<file path="src/rtl/sfp_pkg.sv">
// Shared types, constants and the CRC16 byte update for the frame parser.
// No dependencies; used by every module of the block.

package sfp_pkg;

  // Frame format
  localparam logic [7:0]  SYNC_FIRST  = 8'h55;
  localparam logic [7:0]  SYNC_SECOND = 8'hAA;
  localparam logic [7:0]  MAX_PAYLOAD = 8'd128;

  // CRC16-MODBUS, reflected
  localparam logic [15:0] CRC_INIT = 16'hFFFF;
  localparam logic [15:0] CRC_POLY = 16'hA001;

  // Result kinds
  localparam logic KIND_DATA    = 1'b0;
  localparam logic KIND_SUMMARY = 1'b1;

  // Summary status codes
  localparam logic [2:0] ST_ACKED  = 3'd0;
  localparam logic [2:0] ST_PASSED = 3'd1;
  localparam logic [2:0] ST_HEADER = 3'd2;
  localparam logic [2:0] ST_CRC    = 3'd3;
  localparam logic [2:0] ST_LONG   = 3'd4;
  localparam logic [2:0] ST_TRUNC  = 3'd5;

  // Reply codes
  localparam logic [1:0] RP_NONE = 2'd0;
  localparam logic [1:0] RP_ACK  = 2'd1;
  localparam logic [1:0] RP_NACK = 2'd2;

  // Configuration register indexes
  localparam int unsigned CFG_IDX_W = 2;
  localparam logic [CFG_IDX_W-1:0] CFG_IV   = 2'd0;
  localparam logic [CFG_IDX_W-1:0] CFG_SIG  = 2'd1;
  localparam logic [CFG_IDX_W-1:0] CFG_SIZE = 2'd2;

  // Result queue
  localparam int unsigned FIFO_DEPTH = 4;
  localparam int unsigned FIFO_AW    = $clog2(FIFO_DEPTH);
  localparam int unsigned FIFO_CW    = $clog2(FIFO_DEPTH + 1);

  typedef struct packed {
    logic [7:0] iv_code;
    logic [7:0] sig_code;
    logic [7:0] size_code;
  } cmd_codes_t;

  typedef struct packed {
    logic        kind;
    logic [7:0]  data_byte;
    logic [6:0]  byte_index;
    logic [2:0]  status;
    logic [7:0]  command;
    logic [7:0]  payload_length;
    logic [15:0] frame_size;
    logic [1:0]  reply;
    logic        last;
  } res_t;

  // Results of one parser step: up to two items, first in r0
  typedef struct packed {
    logic [1:0] n;
    res_t       r0;
    res_t       r1;
  } step_out_t;

  function automatic logic [15:0] crc16_feed(input logic [15:0] crc, input logic [7:0] b);
    logic [15:0] c;
    c = crc ^ {8'h00, b};
    for (int k = 0; k < 8; k++) begin
      c = c[0] ? ((c >> 1) ^ CRC_POLY) : (c >> 1);
    end
    return c;
  endfunction

endpackage

</file>
<file path="src/rtl/sync_length_crc16_frame_parser_top.sv">
// Top level of the length-prefixed frame parser with CRC16-MODBUS check.
// Depends on sfp_pkg, sfp_parser_step and sfp_result_fifo.
//
// Usage:
//  - Input channel (in_valid/in_ready): one received byte per item, with
//    in_block_end high on the last byte of a UART block. A block holds at
//    most one frame: 0x55 0xAA, length, command, payload, CRC low, CRC high.
//  - Output channel (out_valid/out_ready): payload bytes pass through as
//    kind 0 items; a kind 1 summary closes each frame or failed attempt with
//    status, command, length, frame size and the reply to send. One input
//    byte gives zero, one or two items; out_last marks the final one.
//  - Configuration: cfg_we writes cfg_wdata into the command code selected
//    by cfg_index (0 IV, 1 signature, 2 size); other indexes are dropped.
//    Write only while the parser is idle.
// Flow: an accepted item is held in the input register, then parsed by the
// parser step, which writes its results into the result queue. One
// byte per cycle is sustained; the parser step waits only when the result
// queue (four items) has fewer than two free places.
// Reset (rst_n low, synchronous) restores the code registers to 1, 2, 3,
// empties the queue and returns the parser to waiting for the first sync
// byte. A stalled receiver fills the queue, then the input register, and
// then in_ready drops; nothing is lost.

module sync_length_crc16_frame_parser_top (
  input  logic                            clk,
  input  logic                            rst_n,
  // input items
  input  logic                            in_valid,
  output logic                            in_ready,
  input  logic [7:0]                      in_rx_byte,
  input  logic                            in_block_end,
  // result items
  output logic                            out_valid,
  input  logic                            out_ready,
  output logic                            out_kind,
  output logic [7:0]                      out_data_byte,
  output logic [6:0]                      out_byte_index,
  output logic [2:0]                      out_status,
  output logic [7:0]                      out_command,
  output logic [7:0]                      out_payload_length,
  output logic [15:0]                     out_frame_size,
  output logic [1:0]                      out_reply,
  output logic                            out_last,
  // configuration writes
  input  logic                            cfg_we,
  input  logic [sfp_pkg::CFG_IDX_W-1:0]   cfg_index,
  input  logic [7:0]                      cfg_wdata
);

  // Command code registers
  logic [7:0] iv_code_r, sig_code_r, size_code_r;
  sfp_pkg::cmd_codes_t codes;

  // Input register stage
  logic       s1_vld_r, s1_vld_nxt;
  logic [7:0] s1_byte_r;
  logic       s1_end_r;
  logic       in_fire, step_fire;

  sfp_pkg::step_out_t step_raw, step_push;
  sfp_pkg::res_t      out_item;
  logic               room2;
  logic [sfp_pkg::FIFO_CW-1:0] fifo_fill;

  assign codes.iv_code   = iv_code_r;
  assign codes.sig_code  = sig_code_r;
  assign codes.size_code = size_code_r;

  always_ff @(posedge clk) begin
    if (!rst_n) begin
      iv_code_r   <= 8'd1;
      sig_code_r  <= 8'd2;
      size_code_r <= 8'd3;
    end else if (cfg_we) begin
      unique case (cfg_index)
        sfp_pkg::CFG_IV:   iv_code_r   <= cfg_wdata;
        sfp_pkg::CFG_SIG:  sig_code_r  <= cfg_wdata;
        sfp_pkg::CFG_SIZE: size_code_r <= cfg_wdata;
        default: begin
        end
      endcase
    end
  end

  // The step consumes the held byte whenever the queue can take two items;
  // the input register refills in the same cycle.
  assign step_fire = s1_vld_r && room2;
  assign in_ready  = !s1_vld_r || step_fire;
  assign in_fire   = in_valid && in_ready;

  always_comb begin
    s1_vld_nxt = s1_vld_r;
    if (in_fire) begin
      s1_vld_nxt = 1'b1;
    end else if (step_fire) begin
      s1_vld_nxt = 1'b0;
    end
  end

  always_ff @(posedge clk) begin
    if (!rst_n) begin
      s1_vld_r <= 1'b0;
    end else begin
      s1_vld_r <= s1_vld_nxt;
    end
  end

  always_ff @(posedge clk) begin
    if (in_fire) begin
      s1_byte_r <= in_rx_byte;
      s1_end_r  <= in_block_end;
    end
  end

  sfp_parser_step u_step (
    .clk       (clk),
    .rst_n     (rst_n),
    .fire      (step_fire),
    .rx_byte   (s1_byte_r),
    .block_end (s1_end_r),
    .codes     (codes),
    .step_out  (step_raw)
  );

  // Push only on a real step
  always_comb begin
    step_push = step_raw;
    if (!step_fire) begin
      step_push.n = 2'd0;
    end
  end

  sfp_result_fifo u_fifo (
    .clk       (clk),
    .rst_n     (rst_n),
    .push      (step_push),
    .room2     (room2),
    .fill      (fifo_fill),
    .out_valid (out_valid),
    .out_ready (out_ready),
    .out_item  (out_item)
  );

  assign out_kind           = out_item.kind;
  assign out_data_byte      = out_item.data_byte;
  assign out_byte_index     = out_item.byte_index;
  assign out_status         = out_item.status;
  assign out_command        = out_item.command;
  assign out_payload_length = out_item.payload_length;
  assign out_frame_size     = out_item.frame_size;
  assign out_reply          = out_item.reply;
  assign out_last           = out_item.last;

  // Queue never holds more than its depth
  a_fifo_bound: assert property (@(posedge clk) disable iff (!rst_n)
    fifo_fill <= sfp_pkg::FIFO_CW'(sfp_pkg::FIFO_DEPTH))
    else $error("result queue overfilled");

  // A two-item step is always a payload byte followed by a truncation summary
  a_two_items: assert property (@(posedge clk) disable iff (!rst_n)
    (step_fire && step_raw.n == 2'd2) |->
      (step_raw.r0.kind == sfp_pkg::KIND_DATA && !step_raw.r0.last &&
       step_raw.r1.status == sfp_pkg::ST_TRUNC && step_raw.r1.last))
    else $error("bad two-item step");

  // Nothing is offered right after reset
  a_reset_empty: assert property (@(posedge clk) disable iff (!rst_n)
    $past(!rst_n) |-> !out_valid)
    else $error("result offered right after reset");

endmodule

</file>
<file path="src/rtl/sfp_parser_step.sv">
// Frame parser state and the per-byte step logic: phase, CRC, header fields.
// Depends on sfp_pkg.

module sfp_parser_step (
  input  logic                clk,
  input  logic                rst_n,
  input  logic                fire,
  input  logic [7:0]          rx_byte,
  input  logic                block_end,
  input  sfp_pkg::cmd_codes_t codes,
  output sfp_pkg::step_out_t  step_out
);

  localparam logic [2:0] PH_SYNC1 = 3'd0;
  localparam logic [2:0] PH_SYNC2 = 3'd1;
  localparam logic [2:0] PH_LEN   = 3'd2;
  localparam logic [2:0] PH_CMD   = 3'd3;
  localparam logic [2:0] PH_DATA  = 3'd4;
  localparam logic [2:0] PH_CRCLO = 3'd5;
  localparam logic [2:0] PH_CRCHI = 3'd6;
  localparam logic [2:0] PH_SKIP  = 3'd7;

  logic [2:0]  phase_r, phase_nxt;
  logic [15:0] crc_r, crc_nxt;
  logic [7:0]  len_r, len_nxt;
  logic [7:0]  cmd_r, cmd_nxt;
  logic [7:0]  cnt_r, cnt_nxt;
  logic [15:0] size_r, size_nxt;
  logic [7:0]  crclo_r, crclo_nxt;

  logic        data_en, sum_en, trunc_en, done;
  logic [2:0]  sum_st;
  logic [1:0]  sum_rp;
  logic [15:0] rx_crc;
  logic        cmd_known;
  sfp_pkg::res_t data_res, sum_res, trunc_res;

  assign rx_crc    = {rx_byte, crclo_r};
  assign cmd_known = (cmd_r == codes.iv_code) || (cmd_r == codes.sig_code) ||
                     (cmd_r == codes.size_code);

  always_comb begin
    phase_nxt = phase_r;
    crc_nxt   = crc_r;
    len_nxt   = len_r;
    cmd_nxt   = cmd_r;
    cnt_nxt   = cnt_r;
    size_nxt  = size_r;
    crclo_nxt = crclo_r;
    data_en   = 1'b0;
    sum_en    = 1'b0;
    done      = 1'b0;
    sum_st    = sfp_pkg::ST_HEADER;
    sum_rp    = sfp_pkg::RP_NONE;

    unique case (phase_r)
      PH_SYNC1: begin
        crc_nxt   = sfp_pkg::CRC_INIT;
        len_nxt   = 8'h00;
        cmd_nxt   = 8'h00;
        cnt_nxt   = 8'h00;
        size_nxt  = 16'h0000;
        crclo_nxt = 8'h00;
        if (rx_byte != sfp_pkg::SYNC_FIRST) begin
          sum_en = 1'b1;
          done   = 1'b1;
        end else begin
          phase_nxt = PH_SYNC2;
        end
      end
      PH_SYNC2: begin
        if (rx_byte != sfp_pkg::SYNC_SECOND) begin
          sum_en = 1'b1;
          done   = 1'b1;
        end else begin
          phase_nxt = PH_LEN;
        end
      end
      PH_LEN: begin
        len_nxt = rx_byte;
        crc_nxt = sfp_pkg::crc16_feed(crc_r, rx_byte);
        if (rx_byte > sfp_pkg::MAX_PAYLOAD) begin
          sum_en = 1'b1;
          sum_st = sfp_pkg::ST_LONG;
          done   = 1'b1;
        end else begin
          phase_nxt = PH_CMD;
        end
      end
      PH_CMD: begin
        cmd_nxt   = rx_byte;
        crc_nxt   = sfp_pkg::crc16_feed(crc_r, rx_byte);
        phase_nxt = (len_r == 8'h00) ? PH_CRCLO : PH_DATA;
      end
      PH_DATA: begin
        crc_nxt = sfp_pkg::crc16_feed(crc_r, rx_byte);
        data_en = 1'b1;
        if (cnt_r == 8'd0) begin
          size_nxt = {8'h00, rx_byte};
        end else if (cnt_r == 8'd1) begin
          size_nxt = size_r | {rx_byte, 8'h00};
        end
        cnt_nxt = cnt_r + 8'd1;
        if (cnt_nxt >= len_r) begin
          phase_nxt = PH_CRCLO;
        end
      end
      PH_CRCLO: begin
        crclo_nxt = rx_byte;
        phase_nxt = PH_CRCHI;
      end
      PH_CRCHI: begin
        sum_en = 1'b1;
        done   = 1'b1;
        if (rx_crc != crc_r) begin
          sum_st = sfp_pkg::ST_CRC;
          sum_rp = sfp_pkg::RP_NACK;
        end else if (cmd_known) begin
          sum_st = sfp_pkg::ST_ACKED;
          sum_rp = sfp_pkg::RP_ACK;
        end else begin
          sum_st = sfp_pkg::ST_PASSED;
        end
      end
      PH_SKIP: begin
      end
      default: begin
      end
    endcase

    // End of block: truncated unless the frame already finished or failed
    trunc_en = block_end && !done && (phase_r != PH_SKIP);
    if (block_end) begin
      phase_nxt = PH_SYNC1;
    end else if (done) begin
      phase_nxt = PH_SKIP;
    end
  end

  // Result items; summaries report header fields after this byte's update
  always_comb begin
    data_res            = '0;
    data_res.kind       = sfp_pkg::KIND_DATA;
    data_res.data_byte  = rx_byte;
    data_res.byte_index = cnt_r[6:0];

    sum_res                = '0;
    sum_res.kind           = sfp_pkg::KIND_SUMMARY;
    sum_res.status         = sum_st;
    sum_res.command        = cmd_nxt;
    sum_res.payload_length = len_nxt;
    sum_res.frame_size     = size_nxt;
    sum_res.reply          = sum_rp;

    trunc_res        = sum_res;
    trunc_res.status = sfp_pkg::ST_TRUNC;
    trunc_res.reply  = sfp_pkg::RP_NONE;
    trunc_res.last   = 1'b1;

    step_out.n = {1'b0, data_en | sum_en | trunc_en} + {1'b0, data_en & trunc_en};
    if (data_en) begin
      step_out.r0 = data_res;
    end else if (sum_en) begin
      step_out.r0 = sum_res;
    end else begin
      step_out.r0 = trunc_res;
    end
    step_out.r0.last = (step_out.n == 2'd1);
    step_out.r1      = trunc_res;
  end

  always_ff @(posedge clk) begin
    if (!rst_n) begin
      phase_r <= PH_SYNC1;
      crc_r   <= sfp_pkg::CRC_INIT;
      len_r   <= 8'h00;
      cmd_r   <= 8'h00;
      cnt_r   <= 8'h00;
      size_r  <= 16'h0000;
      crclo_r <= 8'h00;
    end else if (fire) begin
      phase_r <= phase_nxt;
      crc_r   <= crc_nxt;
      len_r   <= len_nxt;
      cmd_r   <= cmd_nxt;
      cnt_r   <= cnt_nxt;
      size_r  <= size_nxt;
      crclo_r <= crclo_nxt;
    end
  end

endmodule

</file>
<file path="src/rtl/sfp_result_fifo.sv">
// Small result queue: takes up to two items per cycle, gives one per cycle while out_ready is high.
// Depends on sfp_pkg.

module sfp_result_fifo (
  input  logic                      clk,
  input  logic                      rst_n,
  input  sfp_pkg::step_out_t        push,
  output logic                      room2,
  output logic [sfp_pkg::FIFO_CW-1:0] fill,
  output logic                      out_valid,
  input  logic                      out_ready,
  output sfp_pkg::res_t             out_item
);

  sfp_pkg::res_t mem [sfp_pkg::FIFO_DEPTH];

  logic [sfp_pkg::FIFO_AW-1:0] wr_ptr_r, wr_ptr_nxt;
  logic [sfp_pkg::FIFO_AW-1:0] rd_ptr_r, rd_ptr_nxt;
  logic [sfp_pkg::FIFO_CW-1:0] count_r, count_nxt;
  logic [sfp_pkg::FIFO_AW-1:0] wr_ptr_p1;
  logic                        pop;

  assign pop       = out_valid && out_ready;
  assign wr_ptr_p1 = wr_ptr_r + sfp_pkg::FIFO_AW'(1);
  assign out_valid = (count_r != '0);
  assign out_item  = mem[rd_ptr_r];
  assign room2     = (count_r <= sfp_pkg::FIFO_CW'(sfp_pkg::FIFO_DEPTH - 2));
  assign fill      = count_r;

  always_comb begin
    wr_ptr_nxt = wr_ptr_r + sfp_pkg::FIFO_AW'(push.n);
    rd_ptr_nxt = rd_ptr_r + sfp_pkg::FIFO_AW'(pop);
    count_nxt  = count_r + sfp_pkg::FIFO_CW'(push.n) - sfp_pkg::FIFO_CW'(pop);
  end

  always_ff @(posedge clk) begin
    if (push.n != 2'd0) begin
      mem[wr_ptr_r] <= push.r0;
    end
    if (push.n == 2'd2) begin
      mem[wr_ptr_p1] <= push.r1;
    end
  end

  always_ff @(posedge clk) begin
    if (!rst_n) begin
      wr_ptr_r <= '0;
      rd_ptr_r <= '0;
      count_r  <= '0;
    end else begin
      wr_ptr_r <= wr_ptr_nxt;
      rd_ptr_r <= rd_ptr_nxt;
      count_r  <= count_nxt;
    end
  end

endmodule

</file>
<file path="config.mk">
export PLATFORM = sky130hd
export DESIGN_NAME = sync_length_crc16_frame_parser_top
export DESIGN_NICKNAME = d
export VERILOG_FILES = /design/src/rtl/sfp_pkg.sv /design/src/rtl/sync_length_crc16_frame_parser_top.sv /design/src/rtl/sfp_parser_step.sv /design/src/rtl/sfp_result_fifo.sv
export SDC_FILE = /design/constraint.sdc
export NUM_CORES = 1
export LEC_CHECK = 0
export BUFFER_PORTS_ARGS = -buffer_cell sky130_fd_sc_hd__buf_2
export CAP_MARGIN = 10
export CORE_ASPECT_RATIO = 0.8
export CORE_MARGIN = 1
export CORE_UTILIZATION = 60
export CTS_CLUSTER_DIAMETER = 100
export CTS_CLUSTER_SIZE = 24
export DETAILED_ROUTE_END_ITERATION = 8
export GPL_TIMING_DRIVEN = 0
export PLACE_DENSITY = 0.77
export SLEW_MARGIN = 10
export SYNTH_ARGS = -nofsm -noshare
export SYNTH_HDL_FRONTEND = slang
export SYNTH_SLANG_ARGS = --single-unit
</file>
<file path="constraint.sdc">
create_clock -name clk -period 9.9 [get_ports clk]
set_clock_uncertainty 0.2 [all_clocks]
set_input_delay 0.495 -clock clk [delete_from_list [all_inputs] [get_ports clk]]
set_output_delay 0.495 -clock clk [all_outputs]
set_load 0.05 [all_outputs]
</file>
### Word-level counts from Yosys, hierarchy flattened

Memories as Yosys holds them, arrays and structs flattened. A register that Yosys moved wholly into a read port is not among the register bits.
Index checks and enable logic that the tools add are counted.

* add/sub/neg operators: 7
* equality and inequality tests: 22
* bitwise logic cells: 13
* reductions and logical operators: 29
* $lt $le $gt $ge: 3
* mux-type cells: 46

Operator list (number)
* 16-bit two-way mux: 10
* 16-bit one-hot mux with 2 select lines: 2
* 8-bit one-hot mux with 2 select lines: 4
* 54-bit two-way mux: 1
* 38-bit two-way mux: 1
* 8-bit == test: 3
* 3-bit two-way mux: 8
* 2-bit inverter with 3-bit output: 8
* 3-bit one-hot mux with 6 select lines: 1
* 8-bit zero test: 2
* 16-bit inequality test: 1
* 16-bit OR: 1
* 16-bit by 8-bit bitwise XOR with 16-bit output: 1
* 1-bit two-way mux: 13
* 4-bit by 3-bit inequality test with 1-bit output (second input constant): 3
* 2-bit AND reduction: 6
* 2-bit nonzero test: 5
* 3-bit == test (second input constant): 3
* 8-bit by 1-bit adder with 8-bit output (second input constant): 1
* 8-bit by 1-bit == test with 1-bit output (second input constant): 1
* 8-bit greater-or-equal comparator: 1
* 8-bit greater-than comparator (second input constant): 1
* 2-bit two-way mux: 4
* 8-bit by 7-bit inequality test with 1-bit output (second input constant): 1
* other kinds (27): 38

* flip-flop bits (word level): 108
* bits of input ports: 24
* bits in writable memories: 216
* memories: 1

Memory list
* u_fifo.mem: words 4, bits a word 54, rd ports 1, clocked after memory_dff 1, wr ports 2, RTL line sfp_result_fifo.sv:15 `sfp_pkg::res_t mem [sfp_pkg::FIFO_DEPTH];`

### Depth between registers and ports, before layout

Gate-level depths: netlist (run 1).

* depth in word-level cells: 18
* gate-level depth with buffers: 11

### Cells and area by module

From an unflattened synthesis (run 1), not the netlist that was laid out.

* cell total of the unflattened synthesis: 1283
* area, all modules: 16778.6 sq um

By module, submodules not included
* sfp_result_fifo: sequential area each 6626.4 sq um, cells an instance 567, area each 10859.2 sq um, instances 1
* sfp_parser_step: sequential area each 1341.3 sq um, cells an instance 606, area each 4648.2 sq um, instances 1
* sync_length_crc16_frame_parser_top: sequential area each 770.7 sq um, cells an instance 110, area each 1271.2 sq um, instances 1

### Worst setup path after synthesis (run 1)

No wires, ideal clock.

* kind: register to register
* start: register u_step.phase_r[2]
* end: memory u_fifo.mem[2][10] in the netlist's numbering (enable)
* cell stages (with the launch flop): 8
* data arrival time: 3.791 ns
* data required time: 9.234 ns
* setup time: 0.466 ns
* setup slack: 5.443 ns
* cell sequence: dfxtp_1 -> clkbuf_1 -> inv_1 -> nor3_4 -> and3_1 -> inv_2 -> clkbuf_1 -> o21ai_0

RTL lines
* start: declaration: RTL line sfp_parser_step.sv:23 `logic [2:0] phase_r, phase_nxt;`
* start signal: assignment: RTL line sfp_parser_step.sv:182 `phase_r <= phase_nxt;`
* end: declaration: RTL line sfp_result_fifo.sv:15

==> out/results.ini, run 1 <==
[sta]
setup_slack_ns=5.67
finalHoldViolCount=0
rsz0062_at_grt=no
timing.final.crit_share_pct=42.7
max_clock_freq_mhz=236
period_minus_slack_ns=4.23
finalSetupTns_ns=0
setup_violations=0
drv_slew=0
worst_pin_slew_ns=0.995
max_slew_margin_pct=33.5

[drt]
drc=0
wirelength_mm=37.6
final_antenna_net_count=0
viasPerCell=6.00
drt_first_iter_violations=1118
num_vias=11320
firstDrtPassIters=7
avgRoutedWirePerCell_um=19.9

[synth]
synthSimpleGateAreaFrac_pct=17.2
post_synth.cell_area_avg_um2=10.3
synth_area_leader_cell=edfxtp_1
synth_top_family_by_area=simple AND/OR/NAND/NOR gates
synthAdderAreaFrac_pct=1.31
netlist_top_cells_count=nand2_1, dfxtp_1, nor2_1
synth_compound_area_share_pct=10.4
synth_cell_types=63
synthFlopType=dfxtp_1
synth.most_common_cell=nand2_1
synth_area_mm2=0.0149
syn_inst=1451
synthTopCellsByArea=edfxtp_1, dfxtp_1, mux4_2, nand2_1, nor2_1
muxShareOfSynthArea_pct=9.86
ys_warn_count=0
synth_fp_nets=1490
synthXorXnorAreaFrac_pct=4.18
synth_edf_count=137
yosysSeqAreaShare_pct=52.8
ys_async_sr_fraction_pct=0
ys_ff_latch=324
netlist.area_leader.share_pct=27.6

[grt]
grtUsageTotal_pct=29.9
grt_max_degree=28
antenna_found_initial=0
grt_pass1_wl_mm=58.1
grt_overflow=0
grt_pass1_vias=10892

[setup_path]
endpoint_kind=primary output
worstPathArrival_ns=3.54
critPathKind=reg -> out
worstPathRequired_ns=9.21
critPathMaxFanout=10
startpoint_type=flip-flop

[clocking]
cts.sinks=324
cts_max_level=1
clkLatencyLatePin_ns=0.52
postCtsSetupRepairBufs=0
cts_tree=done
cts_hold_buf=9
cts.path.max_buffers=3
cts_buffers=17
clk_root_buffer_cell=clkbuf_16
postCtsResizedCells=0
clk_pin_slew_worst_paths_ns=0.10

[finish]
regMostFlops=u_fifo.mem
num-fill-cells=1870
drive_gt1_share_pct=13.6
n_antenna_cell=0
final_util_pct=67.3
largest_reg_flops=216
fin_nets=1601
area_growth_syn_to_layout_pct=10.0
reg_top3=u_fifo.mem: 216 flops, u_step.crc_r: 16 flops, u_step.size_r: 16 flops

[place]
dpl.hpwl_mm=26.6
gp_congestion=0.916
place_ws_ns=6.20
io_buffers=79

[power]
peakVddDrop_mv=0.143
p_leak_uw=0.00597
power.total_uw=3580
pwr_density_cell_mw_per_mm2=219

[floorplanning]
ios=80
die_w_um=178
coreArea_mm2=0.0243
fp-row-count=51
initial_core_util_pct=61.2
fp.dieH_um=143
dieArea_mm2=0.0254

[hold_path]
hold_path.class=in -> reg

[outcome]
status=completed

[flow_run]
maxCapViolations=0

-- layout by cell type, fill, tap and decap left out, drive strengths merged, types with 23 or more instances in the layout --
master / Yosys / routed
dfxtp: 187 / 187
xnor2: 43 / 43
inv: 26 / 27
nand2: 204 / 204
a22oi: 23 / 23
mux4: 54 / 54
edfxtp: 137 / 137
nor2: 188 / 188
xor2: 28 / 28
o21ai: 44 / 44
a21oi: 111 / 111
clkbuf: 77 / 102
mux2i: 25 / 25
nand3: 35 / 35
nor2b: 44 / 44
buf: 44 / 127
-- critical path, stage by stage (launching register included) --
cell      delay [ns]
dfxtp_1         0.35
clkbuf_1        0.64
buf_1           0.75
clkbuf_1        0.60
mux4_2          0.43
buf_2           0.23
-- per-stage QoR --
step / cells / hold slack, ns / instance area [um^2]
after floorplan: 1451 / 0.227 / 14900
after global placement: 1848 / 0.238 / 15700
after detailed placement: 1852 / 0.247 / 15800
after CTS: 1888 / 0.0198 / 16400
after global routing: 1888 / 0.0392 / 16400
final: 1888 / 0.0291 / 16400
-- logic make-up after synthesis --
| kind of cell | after synthesis |
|---|---|
| flip-flops | 324 |
| buffers and inverters | 147 |
| XOR/XNOR | 71 |
| adder cells (fa/ha/maj) | 15 |
| AND/OR/NAND/NOR | 567 |
| multiplexers | 79 |
| AO/OA/AOI/OAI | 248 |
-- final cells by class --
cell class | count | area, um^2 | share of cell area (%)
well taps | 318 | 398 | 2.43
clock buffers | 25 | 455 | 2.78
plain buffers | 121 | 539 | 3.29
repair buffers | 92 | 588 | 3.59
flip-flops and latches | 324 | 7860 | 48.0
inverters | 26 | 97.6 | 0.596
clock inverters | 2 | 25.0 | 0.153
multi-input cells | 980 | 6410 | 39.1
-- power breakdown --
| group | switching [uW] | total (uW) | internal [uW] |
|---|---|---|---|
| sequential | 55.8 | 1560 | 1500 |
| combinational | 860 | 1260 | 400 |
| clock | 428 | 755 | 327 |
| total | 1340 | 3580 | 2230 |
-- routing by layer --
layer	up-vias	global-route usage, %	routed length [um]
met5	-	0	0
met4	0	7.38	825
met3	64	5.64	3360
met2	503	48.6	17600
met1	5481	41.3	15900
li1	5272	-	-
-- final timing paths --
path / from / endpoint / slack (ns) / cells after the start
worst max-delay path: u_fifo.rd_ptr_r[0]$_SDFF_PN0_ / out_reply[0] / 5.67 / 5
worst min-delay path: cfg_wdata[0] / iv_code_r[0]$_SDFFE_PN1P_ / 0.03 / 3
worst max register to register: u_step.phase_r[2]$_SDFFE_PN0P_ / u_fifo.fill[2]$_SDFF_PN0_ / 6.11 / 11
worst min register to register: u_fifo.mem[2][2]$_SDFFE_PP0N_ / u_fifo.mem[2][2]$_SDFFE_PP0N_ / 0.26 / 2
(Power assumes the default switching activity.)
==> run 2: changes to the inputs <==
--- a/config.mk
+++ b/config.mk
@@ -5,6 +5,7 @@
 export SDC_FILE = /design/constraint.sdc
 export NUM_CORES = 1
 export LEC_CHECK = 0
+export ABC_AREA = 1
 export BUFFER_PORTS_ARGS = -buffer_cell sky130_fd_sc_hd__buf_2
 export CAP_MARGIN = 10
 export CORE_ASPECT_RATIO = 0.8
==> constraint.sdc (replaced) <==
create_clock -name clk -period 4 [get_ports clk]
set_clock_uncertainty 0.2 [all_clocks]
set_input_delay 0.2 -clock clk [delete_from_list [all_inputs] [get_ports clk]]
set_output_delay 0.2 -clock clk [all_outputs]
set_load 0.05 [all_outputs]
==> out/results.ini, run 2 <==
[outcome]
status=complete, but fails checks
violations=DRC

[setup_path]
worstPathRequired_ns=3.60  ; -5.61 ns
critPathMaxFanout=10  ; unchanged
worst_path_most_repeated_cell=clkbuf_1
cp_num_buf_inv=4  ; unchanged
r2r_slack_ns=0.44  ; -5.67 ns
worstPathArrival_ns=3.24  ; -0.30 ns
crit_path_top_delay_cell=clkbuf_1
reg2reg_depth=8  ; -3
path_cells=clkbuf_1 -> clkbuf_1 -> clkbuf_1 -> nor2_1 -> o22ai_1 -> buf_2
critPathKind=reg -> out
crit_cells=6  ; +1
endpoint_kind=primary output
startpoint_type=flip-flop
rr_startpoint=u_fifo.fill[1]$_SDFF_PN0_
r2r_end=u_fifo.mem[3][32]$_DFFE_PP_
crit_family=buffers and inverters
cpPeakStageDelay_ns=0.56  ; -0.19 ns

[floorplanning]
coreArea_mm2=0.0246  ; +1.0%
ios=80  ; unchanged
die_w_um=180  ; +0.84%
initial_core_util_pct=61.6  ; +0.40 points
fp-row-count=51  ; unchanged
dieArea_mm2=0.0259  ; +1.7%
fp.dieH_um=144  ; +0.84%

[drt]
drc=4  ; +4
wirelength_mm=44.8  ; +19%
final_antenna_net_count=0  ; unchanged
drt_first_iter_violations=1783  ; +59%
firstDrtPassIters=9  ; +2
avgRoutedWirePerCell_um=19.5  ; -2.4%
num_vias=13877  ; +23%
viasPerCell=6.02  ; +0.45%

[clocking]
clk_root_buffer_cell=clkbuf_16
cts.path.max_buffers=3  ; unchanged
cts.sinks=324  ; unchanged
cts_tree=done
clk_pin_slew_worst_paths_ns=0.10  ; about the same
clkLatencyLatePin_ns=0.52  ; about the same
postCtsSetupRepairBufs=0  ; unchanged
cts_max_level=1  ; unchanged
cts_buffers=17  ; unchanged

[hold_path]
worstHoldStart=rst_n
hold_path.class=in -> reg
hold_depth=5  ; +2
whs_endpoint=u_step.cmd_r[0]$_SDFFE_PN0P_

[synth]
synthFlopType=dfxtp_1
yosysSeqAreaShare_pct=51.9  ; -0.89 points
post_synth.cell_area_avg_um2=8.15  ; -21%
synth_cell_types=38  ; -40%
synth_fp_nets=1896  ; +27%
synth_area_leader_cell=edfxtp_1
ys_async_sr_fraction_pct=0  ; unchanged
ys_ff_latch=324  ; unchanged
netlist.area_leader.share_pct=27.2  ; -0.47 points
netlist_top_cells_count=nor2_1, nand2_1, a21oi_1
synthTopCellsByArea=edfxtp_1, dfxtp_1, nor2_1, a21oi_1, o21ai_0
synth_area_mm2=0.0151  ; +1.7%
syn_inst=1857  ; +28%
synth_edf_count=137  ; unchanged
ys_warn_count=0  ; unchanged
synth.most_common_cell=nor2_1

[finish]
drive_gt1_share_pct=9.32  ; -4.3 points
layout_commonest_cell=nor2_1
num-fill-cells=2057  ; +10%
regMostFlops=u_fifo.mem
area_growth_syn_to_layout_pct=10.1
fin_nets=2018  ; +26%
mostFrequentLayoutCells=nor2_1, nand2_1, a21oi_1
largest_reg_flops=216  ; unchanged
n_antenna_cell=0  ; unchanged
reg_top3=u_fifo.mem: 216 flops, u_step.crc_r: 16 flops, u_step.size_r: 16 flops
instances_no_fill=2304  ; +22%

[grt]
grt_overflow=0  ; unchanged
grt_pass1_vias=12594  ; +16%
antenna_found_initial=0  ; unchanged
grt_max_degree=34  ; +21%
grtUsageTotal_pct=34.2  ; +4.4 points
grt_pass1_wl_mm=69.0  ; +19%

[sta]
setup_violations=0  ; unchanged
max_slew_margin_pct=29.1  ; -4.4 points
timing.final.crit_share_pct=91.1
fin_hold_ws_ns=0.0156  ; -0.0136 ns
drv_slew=0  ; unchanged
period_minus_slack_ns=3.64
worst_pin_slew_ns=1.06  ; +0.0695 ns
setup_slack_ns=0.357  ; -5.31 ns
finalHoldViolCount=0  ; unchanged
rsz0062_at_grt=no
max_clock_freq_mhz=274

[power]
p_leak_uw=0.00638  ; +6.9%
pwr_density_cell_mw_per_mm2=621  ; +180%
power.total_uw=10300  ; +190%
peakVddDrop_mv=0.365  ; +160%

[place]
place_ws_ns=0.255  ; -5.94 ns
gp_congestion=0.973  ; +6.3%
io_buffers=79  ; unchanged
dpl.hpwl_mm=31.1  ; +17%
place_inst=2255  ; +22%

[flow_run]
maxCapViolations=0  ; unchanged

-- run 2: logic make-up (layout without fill, tap and decap cells) --
family	after synthesis	in the layout	share of synthesized area (%)
compound gates	523	523	18.2
xor+xnor	46	46	2.66
fa+ha+maj	15	15	1.29
buf+inv	246	375	6.61
flops	324	324	51.9
simple gates	703	703	19.3
-- run 2: final cells by class --
class | count | area, um^2 | share of cell area, %
flip-flops and latches | 324 | 7860 | 47.1
multi-input cells | 1287 | 6290 | 37.8
repair buffers | 103 | 646 | 3.87
inverters | 135 | 507 | 3.04
plain buffers | 111 | 493 | 2.96
clock buffers | 25 | 455 | 2.73
well taps | 318 | 398 | 2.39
clock inverters | 1 | 16.3 | 0.0976
-- run 2: metrics by stage --
step | util, % | area (um^2) | setup TNS [ns]
2_1_floorplan | - | 15100 | 0
3_3_place_gp | 64.8 | 15900 | -7.86
3_5_place_dp | 64.9 | 16000 | 0
4_1_cts | 67.8 | 16700 | 0
5_1_grt | 67.8 | 16700 | 0
6_report | 67.8 | 16700 | 0
-- run 2: where the power goes --
part / internal, uW / total [uW] / leakage, uW / switching [uW]
Clock: 806 / 1900 / 0.000226 / 1090
Combinational: 1050 / 4330 / 0.00332 / 3280
Sequential: 3880 / 4120 / 0.00284 / 233
-- run 2: worst min-delay path, delay by kind of cell --
family | cells | cell delay (ns)
AO/OA/AOI/OAI | 2 | 0.13
buffers and inverters | 3 | 0.37
-- run 2: routing by layer --
| metal | track usage [%] | vias to the layer above | wire, um |
|---|---|---|---|
| li1 | - | 6503 | - |
| met1 | 49.3 | 6484 | 19200 |
| met4 | 10.9 | 0 | 1280 |
| met3 | 4.91 | 93 | 4690 |
| met2 | 53.6 | 797 | 19700 |
| met5 | 0 | - | 0 |
-- run 2: worst max-delay path by stage --
stage	start	to	slack (ns)
floorplan	s1_byte_r[3]$_DFFE_PP_	u_fifo.mem[0][10]$_DFFE_PP_	1.09
global route	s1_byte_r[5]$_DFFE_PP_	u_fifo.mem[2][23]$_DFFE_PP_	0.14
finish	u_fifo.rd_ptr_r[0]$_SDFF_PN0_	out_status[2]	0.36
global placement	u_fifo.fill[1]$_SDFF_PN0_	u_fifo.mem[3][30]$_DFFE_PP_	-0.16
CTS	s1_byte_r[5]$_DFFE_PP_	u_fifo.mem[1][15]$_DFFE_PP_	0.23
detailed placement	s1_byte_r[5]$_DFFE_PP_	u_fifo.mem[1][15]$_DFFE_PP_	0.25
-- run 2: repair_timing --
item,in CTS,in global routing
endpoints found under the hold margin,34,0
hold buffers,23,0
gates resized for setup,0,2
setup endpoints to repair,0,48
